$ cat src/rtl/one_wire_master_uart_slots_unit_defines.svh
// Assertion macros shared by the one-wire master RTL.
`ifndef ONE_WIRE_MASTER_UART_SLOTS_UNIT_DEFINES_SVH
`define ONE_WIRE_MASTER_UART_SLOTS_UNIT_DEFINES_SVH

`ifndef SYNTH
`define OWMU_ASSERT_IMPLIES(lbl, clk, rst_n, ante, cons, msg) \
    lbl: assert property (@(posedge clk) disable iff (!rst_n) (ante) |-> (cons)) \
        else $error(msg);
`define OWMU_ASSERT_ALWAYS(lbl, clk, rst_n, cond, msg) \
    lbl: assert property (@(posedge clk) disable iff (!rst_n) (cond)) \
        else $error(msg);
`else
`define OWMU_ASSERT_IMPLIES(lbl, clk, rst_n, ante, cons, msg)
`define OWMU_ASSERT_ALWAYS(lbl, clk, rst_n, cond, msg)
`endif

`endif

$ cat src/rtl/owmu_pkg.sv
// Types, constants and the CRC-8 function of the one-wire master.
package owmu_pkg;

    localparam logic [1:0] FUNC_RESET = 2'd0;
    localparam logic [1:0] FUNC_WRITE = 2'd1;
    localparam logic [1:0] FUNC_READ  = 2'd2;
    localparam logic [1:0] FUNC_ECHO  = 2'd3;

    localparam logic [7:0] RESET_PATTERN = 8'hF0;
    localparam logic [7:0] SLOT_ONE      = 8'hFF;
    localparam logic [7:0] SLOT_ZERO     = 8'h00;
    localparam logic [7:0] CRC_POLY      = 8'h8C;

    localparam logic [3:0] BITS_PER_BYTE = 4'd8;

    typedef struct packed {
        logic [1:0] func;
        logic [7:0] data;
    } in_item_t;

    typedef struct packed {
        logic       kind;
        logic [7:0] tx_byte;
        logic       slow_baud;
        logic [7:0] read_byte;
        logic       presence;
        logic [7:0] crc_value;
        logic       busy_error;
        logic       last;
    } out_item_t;

    typedef enum logic {
        JOB_SINGLE = 1'b0,
        JOB_WRITE  = 1'b1
    } job_op_t;

    typedef struct packed {
        job_op_t    op;
        out_item_t  res;
        logic [7:0] wdata;
    } job_t;

    typedef struct packed {
        logic full;
        logic empty;
    } queue_status_t;

    function automatic logic [7:0] crc8_update(input logic [7:0] acc_in,
                                               input logic [7:0] byte_in);
        logic [7:0] acc;
        logic [7:0] b;
        logic       mix;
        acc = acc_in;
        b   = byte_in;
        for (int k = 0; k < 8; k++)
        begin
            mix = acc[0] ^ b[0];
            acc = acc >> 1;
            if (mix)
            begin
                acc = acc ^ CRC_POLY;
            end
            b = b >> 1;
        end
        return acc;
    endfunction

endpackage

$ cat src/rtl/owmu_front.sv
// Command front end: bus state, read assembly, CRC and job classification.
module owmu_front (
    input  logic                   clk,
    input  logic                   rst_n,
    input  logic                   cmd_valid,
    output logic                   cmd_stall,
    input  owmu_pkg::in_item_t     cmd,
    input  owmu_pkg::queue_status_t q_status,
    output logic                   push,
    output owmu_pkg::job_t         push_job
);
    import owmu_pkg::*;

    typedef enum logic [2:0] {
        MODE_IDLE  = 3'b001,
        MODE_RESET = 3'b010,
        MODE_READ  = 3'b100
    } mode_t;

    mode_t      mode_reg, mode_next;
    logic [3:0] bit_count_reg, bit_count_next;
    logic [7:0] shift_reg, shift_next;
    logic [7:0] crc_reg, crc_next;
    logic       accept;
    logic       busy;
    logic [7:0] shift_in;
    logic [3:0] count_in;

    assign cmd_stall = q_status.full;
    assign accept    = cmd_valid && !q_status.full;
    assign busy      = (mode_reg == MODE_RESET) || (mode_reg == MODE_READ);
    assign shift_in  = {cmd.data[0], shift_reg[7:1]};
    assign count_in  = bit_count_reg + 4'd1;

    always_comb
    begin
        mode_next      = mode_reg;
        bit_count_next = bit_count_reg;
        shift_next     = shift_reg;
        crc_next       = crc_reg;
        push           = 1'b0;
        push_job       = '0;
        push_job.op    = JOB_SINGLE;
        push_job.res.crc_value = crc_reg;
        push_job.res.last      = 1'b1;
        if (accept)
        begin
            if (cmd.func == FUNC_ECHO)
            begin
                case (mode_reg)
                    MODE_RESET:
                    begin
                        mode_next             = MODE_IDLE;
                        push                  = 1'b1;
                        push_job.res.kind     = 1'b1;
                        push_job.res.presence = (cmd.data != RESET_PATTERN);
                    end
                    MODE_READ:
                    begin
                        push           = 1'b1;
                        shift_next     = shift_in;
                        bit_count_next = count_in;
                        if (count_in < BITS_PER_BYTE)
                        begin
                            push_job.res.tx_byte = SLOT_ONE;
                        end
                        else
                        begin
                            crc_next               = crc8_update(crc_reg, shift_in);
                            mode_next              = MODE_IDLE;
                            push_job.res.kind      = 1'b1;
                            push_job.res.read_byte = shift_in;
                            push_job.res.crc_value = crc_next;
                        end
                    end
                    default:
                    begin
                        push = 1'b0;
                    end
                endcase
            end
            else if (busy)
            begin
                push                    = 1'b1;
                push_job.res.kind       = 1'b1;
                push_job.res.busy_error = 1'b1;
            end
            else
            begin
                push = 1'b1;
                case (cmd.func)
                    FUNC_RESET:
                    begin
                        crc_next               = '0;
                        mode_next              = MODE_RESET;
                        push_job.res.tx_byte   = RESET_PATTERN;
                        push_job.res.slow_baud = 1'b1;
                        push_job.res.crc_value = '0;
                    end
                    FUNC_WRITE:
                    begin
                        push_job.op    = JOB_WRITE;
                        push_job.wdata = cmd.data;
                    end
                    default:
                    begin
                        mode_next            = MODE_READ;
                        bit_count_next       = '0;
                        shift_next           = '0;
                        push_job.res.tx_byte = SLOT_ONE;
                    end
                endcase
            end
        end
    end

    always_ff @(posedge clk or negedge rst_n)
    begin
        if (!rst_n)
        begin
            mode_reg      <= MODE_IDLE;
            bit_count_reg <= '0;
            shift_reg     <= '0;
            crc_reg       <= '0;
        end
        else
        begin
            mode_reg      <= mode_next;
            bit_count_reg <= bit_count_next;
            shift_reg     <= shift_next;
            crc_reg       <= crc_next;
        end
    end

endmodule

$ cat src/rtl/owmu_fifo.sv
// Short job queue between the front end and the slot sequencer.
`include "one_wire_master_uart_slots_unit_defines.svh"

module owmu_fifo #(
    parameter int DEPTH = 4
) (
    input  logic                    clk,
    input  logic                    rst_n,
    input  logic                    push,
    input  owmu_pkg::job_t          push_job,
    input  logic                    pop,
    output owmu_pkg::job_t          head,
    output owmu_pkg::queue_status_t status
);
    import owmu_pkg::*;

    localparam int PTR_W = $clog2(DEPTH);
    localparam int CNT_W = $clog2(DEPTH + 1);

    job_t             mem [DEPTH];
    logic [PTR_W-1:0] wr_ptr_reg, wr_ptr_next;
    logic [PTR_W-1:0] rd_ptr_reg, rd_ptr_next;
    logic [CNT_W-1:0] count_reg, count_next;

    assign status.full  = (count_reg == CNT_W'(DEPTH));
    assign status.empty = (count_reg == '0);
    assign head         = mem[rd_ptr_reg];

    always_comb
    begin
        wr_ptr_next = wr_ptr_reg;
        rd_ptr_next = rd_ptr_reg;
        count_next  = count_reg;
        if (push)
        begin
            wr_ptr_next = (wr_ptr_reg == PTR_W'(DEPTH - 1)) ? '0 : wr_ptr_reg + PTR_W'(1);
        end
        if (pop)
        begin
            rd_ptr_next = (rd_ptr_reg == PTR_W'(DEPTH - 1)) ? '0 : rd_ptr_reg + PTR_W'(1);
        end
        if (push && !pop)
        begin
            count_next = count_reg + CNT_W'(1);
        end
        else if (pop && !push)
        begin
            count_next = count_reg - CNT_W'(1);
        end
    end

    always_ff @(posedge clk)
    begin
        if (push)
        begin
            mem[wr_ptr_reg] <= push_job;
        end
    end

    always_ff @(posedge clk or negedge rst_n)
    begin
        if (!rst_n)
        begin
            wr_ptr_reg <= '0;
            rd_ptr_reg <= '0;
            count_reg  <= '0;
        end
        else
        begin
            wr_ptr_reg <= wr_ptr_next;
            rd_ptr_reg <= rd_ptr_next;
            count_reg  <= count_next;
        end
    end

    `OWMU_ASSERT_IMPLIES(a_no_overflow, clk, rst_n, push, !status.full, "push into full queue")
    `OWMU_ASSERT_IMPLIES(a_no_underflow, clk, rst_n, pop, !status.empty, "pop from empty queue")

endmodule

$ cat src/rtl/owmu_back.sv
// Slot sequencer: expands queued jobs into result transactions.
`include "one_wire_master_uart_slots_unit_defines.svh"

module owmu_back (
    input  logic                    clk,
    input  logic                    rst_n,
    input  owmu_pkg::queue_status_t q_status,
    input  owmu_pkg::job_t          head,
    output logic                    pop,
    output logic                    res_valid,
    input  logic                    res_stall,
    output owmu_pkg::out_item_t     res
);
    import owmu_pkg::*;

    logic       res_valid_reg, res_valid_next;
    out_item_t  res_reg, res_next;
    logic [3:0] beat_reg, beat_next;
    logic       load;
    logic       final_beat;

    assign load       = !q_status.empty && (!res_valid_reg || !res_stall);
    assign final_beat = (head.op == JOB_SINGLE) || (beat_reg == BITS_PER_BYTE);
    assign pop        = load && final_beat;
    assign res_valid  = res_valid_reg;
    assign res        = res_reg;

    always_comb
    begin
        res_valid_next = res_valid_reg;
        res_next       = res_reg;
        beat_next      = beat_reg;
        if (!res_stall)
        begin
            res_valid_next = 1'b0;
        end
        if (load)
        begin
            res_valid_next = 1'b1;
            res_next       = head.res;
            if (head.op == JOB_WRITE)
            begin
                if (final_beat)
                begin
                    beat_next     = '0;
                    res_next.kind = 1'b1;
                    res_next.last = 1'b1;
                end
                else
                begin
                    beat_next        = beat_reg + 4'd1;
                    res_next.kind    = 1'b0;
                    res_next.last    = 1'b0;
                    res_next.tx_byte = head.wdata[beat_reg[2:0]] ? SLOT_ONE : SLOT_ZERO;
                end
            end
        end
    end

    always_ff @(posedge clk)
    begin
        res_reg <= res_next;
    end

    always_ff @(posedge clk or negedge rst_n)
    begin
        if (!rst_n)
        begin
            res_valid_reg <= 1'b0;
            beat_reg      <= '0;
        end
        else
        begin
            res_valid_reg <= res_valid_next;
            beat_reg      <= beat_next;
        end
    end

    `OWMU_ASSERT_ALWAYS(a_beat_range, clk, rst_n, beat_reg <= BITS_PER_BYTE, "slot count out of range")
    `OWMU_ASSERT_IMPLIES(a_beat_write, clk, rst_n, beat_reg != '0, !q_status.empty && head.op == JOB_WRITE, "slot count without write job")

endmodule

$ cat src/rtl/one_wire_master_uart_slots_unit.sv
// Top level of the one-wire bus master sequenced over a UART.
//
// The cmd channel takes transactions of func and data: a bus reset, a byte
// write, a byte read, or a UART echo byte received from the line. The res
// channel returns UART slot bytes to transmit and command completions.
// A write yields eight slot bytes, LSB first, and a completion; every other
// accepted item yields one result, except an echo while idle, which yields
// none. A command issued while a reset or read is running completes at once
// with busy_error set. A running Dallas CRC-8 over read bytes is reported
// on every result and cleared by a bus reset command.
// An accepted item is written into the job queue and then loaded into the
// sequencer's result register. Single-result items flow at one per cycle
// while res_stall is low; the nine results of a write set the sustained rate.
// A queue of QUEUE_DEPTH jobs separates the front end from the sequencer,
// so cmd_stall rises only when that queue is full, for example while
// res_stall is held. Reset returns the bus state to idle, clears the CRC
// and empties the queue.
module one_wire_master_uart_slots_unit #(
    parameter int QUEUE_DEPTH = 4
) (
    input  logic                clk,
    input  logic                rst_n,
    input  logic                cmd_valid,
    output logic                cmd_stall,
    input  owmu_pkg::in_item_t  cmd,
    output logic                res_valid,
    input  logic                res_stall,
    output owmu_pkg::out_item_t res
);
    import owmu_pkg::*;

    queue_status_t q_status;
    logic          push;
    logic          pop;
    job_t          push_job;
    job_t          head;

    owmu_front u_front (
        .clk       (clk),
        .rst_n     (rst_n),
        .cmd_valid (cmd_valid),
        .cmd_stall (cmd_stall),
        .cmd       (cmd),
        .q_status  (q_status),
        .push      (push),
        .push_job  (push_job)
    );

    owmu_fifo #(
        .DEPTH (QUEUE_DEPTH)
    ) u_fifo (
        .clk      (clk),
        .rst_n    (rst_n),
        .push     (push),
        .push_job (push_job),
        .pop      (pop),
        .head     (head),
        .status   (q_status)
    );

    owmu_back u_back (
        .clk       (clk),
        .rst_n     (rst_n),
        .q_status  (q_status),
        .head      (head),
        .pop       (pop),
        .res_valid (res_valid),
        .res_stall (res_stall),
        .res       (res)
    );

endmodule
$ cat config.mk
export PLATFORM = sky130hd
export DESIGN_NAME = one_wire_master_uart_slots_unit
export DESIGN_NICKNAME = d
export VERILOG_FILES = /design/src/rtl/owmu_pkg.sv /design/src/rtl/owmu_front.sv /design/src/rtl/owmu_fifo.sv /design/src/rtl/owmu_back.sv /design/src/rtl/one_wire_master_uart_slots_unit.sv
export VERILOG_INCLUDE_DIRS = /design/src /design/src/rtl
export SDC_FILE = /design/constraint.sdc
export NUM_CORES = 1
export LEC_CHECK = 0
export BUFFER_PORTS_ARGS = -buffer_cell sky130_fd_sc_hd__buf_2
export CAP_MARGIN = 10
export CORE_ASPECT_RATIO = 1.25
export CORE_MARGIN = 5
export CORE_UTILIZATION = 65
export CTS_BUF_LIST = sky130_fd_sc_hd__clkbuf_8 sky130_fd_sc_hd__clkbuf_16
export CTS_CLUSTER_SIZE = 8
export DETAILED_ROUTE_END_ITERATION = 8
export PLACE_DENSITY = 0.84
export SETUP_SLACK_MARGIN = 0.1
export SYNTH_ARGS = -nofsm -noshare
export SYNTH_HDL_FRONTEND = slang
export SYNTH_SLANG_ARGS = --single-unit
export TNS_END_PERCENT = 50
$ cat constraint.sdc
create_clock -name clk -period 6.25 [get_ports clk]
set_clock_uncertainty 0.15 [all_clocks]
set_input_delay 0 -clock clk [delete_from_list [all_inputs] [get_ports clk]]
set_output_delay 0 -clock clk [all_outputs]
set_load 0.01 [all_outputs]
==> results.yml <==
worst_setup_path:
  cp_max_fo: 33
  crit_top_cell: "nand2_1"
  worst_ep_required_time_ps: 6400
  worstPathArrival_ps: 3470
  crit_type: "reg -> reg"
  endpoint_kind: "flop"
  crit_chain: "mux4_2 > nand2_1 > nand2_1 > ha_1 > inv_1 > fa_1 > mux2_2"
  max_stage_delay_ps: 1060
  crit_path_top_delay_cell: "dfrtp_2"
  critPathLaunchType: "flop"
sta:
  fmax_mhz: 301
  finalCritPeriodShare_pct: 53.2
  holdWs_ps: 78.7
  max_slew_margin_pct: 23.7
  setup-tns-final_ps: 0
  rsz0062_at_grt: "no"
  fin_crit_ps: 3320
  tightest_slew_ps: 1140
  maxSlewViolCount: 0
  setup_viol_count_final: 0
  setup_ws_ps: 2930
  hold_viol: 0
clocking:
  cts_resized: 0
  clkTransAtPathRegs_ps: 60
  clock_latency_ps: 420
  cts-buffers-inserted: 17
  tritoncts: "yes"
  cts_setup_buffers: 0
  htreeDepth: 4
  cts-root-buf: "clkbuf_16"
  cts.sinks: 181
  cts.path.max_buffers: 2
  cts_hold_buf: 14
final_layout:
  largest_register_ffs: 124
  utilization_pct: 75.9
  nets: 512
  drive_gt1_share_pct: 24.7
  final_cell_mix: "edfxtp_1 (147), buf_2 (44), dfrtp_1 (32), mux4_2 (28)"
  diodes: 0
  layout_commonest_cell: "edfxtp_1"
  fin_area_sq_mm: 0.00846
  syn_to_final_growth_pct: 14.2
die:
  core-area_sq_mm: 0.0111
  die_area_sq_mm: 0.0136
  start_util_pct: 66.5
  die_x_um: 105
  io_pins: 45
  die_h_um: 129
  rows: 43
detailed_routing:
  wl_mm: 14.1
  vias: 3918
  first_iter_violations: 285
  drc_errors: 0
  firstDrtPassIters: 5
  via_per_inst: 6.19
  routedWlPerCell_um: 22.3
  ant_nets: 0
min_path:
  hp-class: "in -> async"
synth:
  synth_edf_count: 147
  avgSynthCellArea_sq_um: 17.5
  synth-seq-cells: 181
  synth_nets: 449
  yosysUniqueCellTypes: 47
  yosysSeqAreaShare_pct: 71.1
  syn-cell-area_sq_mm: 0.00740
  async_reset_ff_share_pct: 18.8
  ys.flop_type: "edfxtp_1"
  syn_inst: 422
  yosysWarnings: 0
run_status:
  status: "complete, no violations"
power_and_ir_drop:
  irDropWorstVdd_uv: 196
  leakage_nw: 3.19
  pwr_density_cell_mw_per_mm2: 460
placement:
  place_hpwl_mm: 8.56
  place_area_sq_mm: 0.00773
  globalplace.congestion: 0.889
  place_ws_ps: 2880
  io_buffers: 44
grt:
  grt_max_degree: 36
  grt_pass1_vias: 4070
  grt_overflow: 0
  grt_usage_pct: 22.4
  grt_pass1_wl_mm: 22.5
  antenna_found_initial: 0
flow_run:
  maxCapViolCount: 0
-- logic make-up (layout without fill, tap and decap cells) --
logic type      Yosys count  count (layout)  synth area share, %
flops                   181             181                 71.1
simple gates             86              86                 6.03
compound gates           45              45                 4.46
mux                      42              42                 10.7
buf+inv                  29             105                 1.91
xor+xnor                 26              26                 3.50
fa+ha+maj                13              13                 2.30
-- power by group --
group / leakage [nW] / internal, W / switching, W
Clock: 0.283 / 0.000592 / 0.000439
Combinational: 1.08 / 0.000472 / 0.000553
Sequential: 1.83 / 0.00165 / 0.000185
-- stage by stage --
step           instances  power, W
3_5_place_dp         587   0.00286
3_3_place_gp         587   0.00280
6_report             633   0.00389
2_1_floorplan        422   0.00255
4_1_cts              633   0.00391
5_1_grt              633   0.00408
-- critical path: cells and delay by family (launching register included) --
family / cells / cell delay (ps)
fa+ha+maj: 2 / 650
buf+inv: 1 / 90
flops: 1 / 1060
mux: 2 / 930
simple gates: 2 / 320
-- metal layers --
layer  vias to the layer above  GRT usage, %  wire [um]
met5                         -             0          0
met4                         0          9.11        355
met3                        33          4.98        654
met2                       153          39.0       7580
met1                      1981          27.5       5490
li1                       1751             -          -
-- cells in the mapped netlist (2+ instances only) --
library cell,n,share of area (%)
edfxtp_1,147,60
dfrtp_1,33,11
mux4_2,28,8.5
and2_1,20,1.7
nand2_1,19,0.96
a22o_1,15,1.8
ha_1,12,2.0
xnor2_1,12,1.4
nand3_1,11,0.74
nor2_1,11,0.56
xor2_1,11,1.3
inv_1,10,0.51
nor3_1,10,0.68
buf_2,8,0.54
a21oi_1,7,0.47
o21ai_0,7,0.47
buf_4,6,0.61
mux2_2,6,0.91
a21o_1,5,0.51
mux2i_1,4,0.54
a221oi_1,3,0.35
clkbuf_1,3,0.15
a211o_1,2,0.24
and3_1,2,0.17
buf_1,2,0.10
mux2_1,2,0.30
mux2_4,2,0.41
nand2b_1,2,0.17
nand3b_1,2,0.20
nor2b_1,2,0.17
xor2_2,2,0.44
-- cell type report --
type | instances | area, sq um
Tap cell | 135 | 169
Multi-Input combinational cell | 212 | 2000
Fill cell | 591 | 2680
Clock buffer | 17 | 425
Timing Repair Buffer | 63 | 398
Sequential cell | 181 | 5270
Inverter | 10 | 37.5
Clock inverter | 15 | 156
-- worst paths after layout --
check | start | end | slack, ps | depth (start not counted)
min in group clk | res_stall | u_back.res_valid | 230 | 4
setup / recovery | u_fifo.rd_ptr_reg[0] | u_fifo.count_reg[1] | 2930 | 7
hold / removal | rst_n | u_fifo.count_reg[1] | 80 | 2
setup reg to reg | u_fifo.rd_ptr_reg[0] | u_fifo.count_reg[1] | 2930 | 7
hold reg to reg | u_front.bit_count_reg[3] | u_front.bit_count_reg[3] | 360 | 1
max in group asynchronous | rst_n | u_fifo.rd_ptr_reg[0] | 5320 | 2
Note: power is estimated with default switching activity, not from simulation.
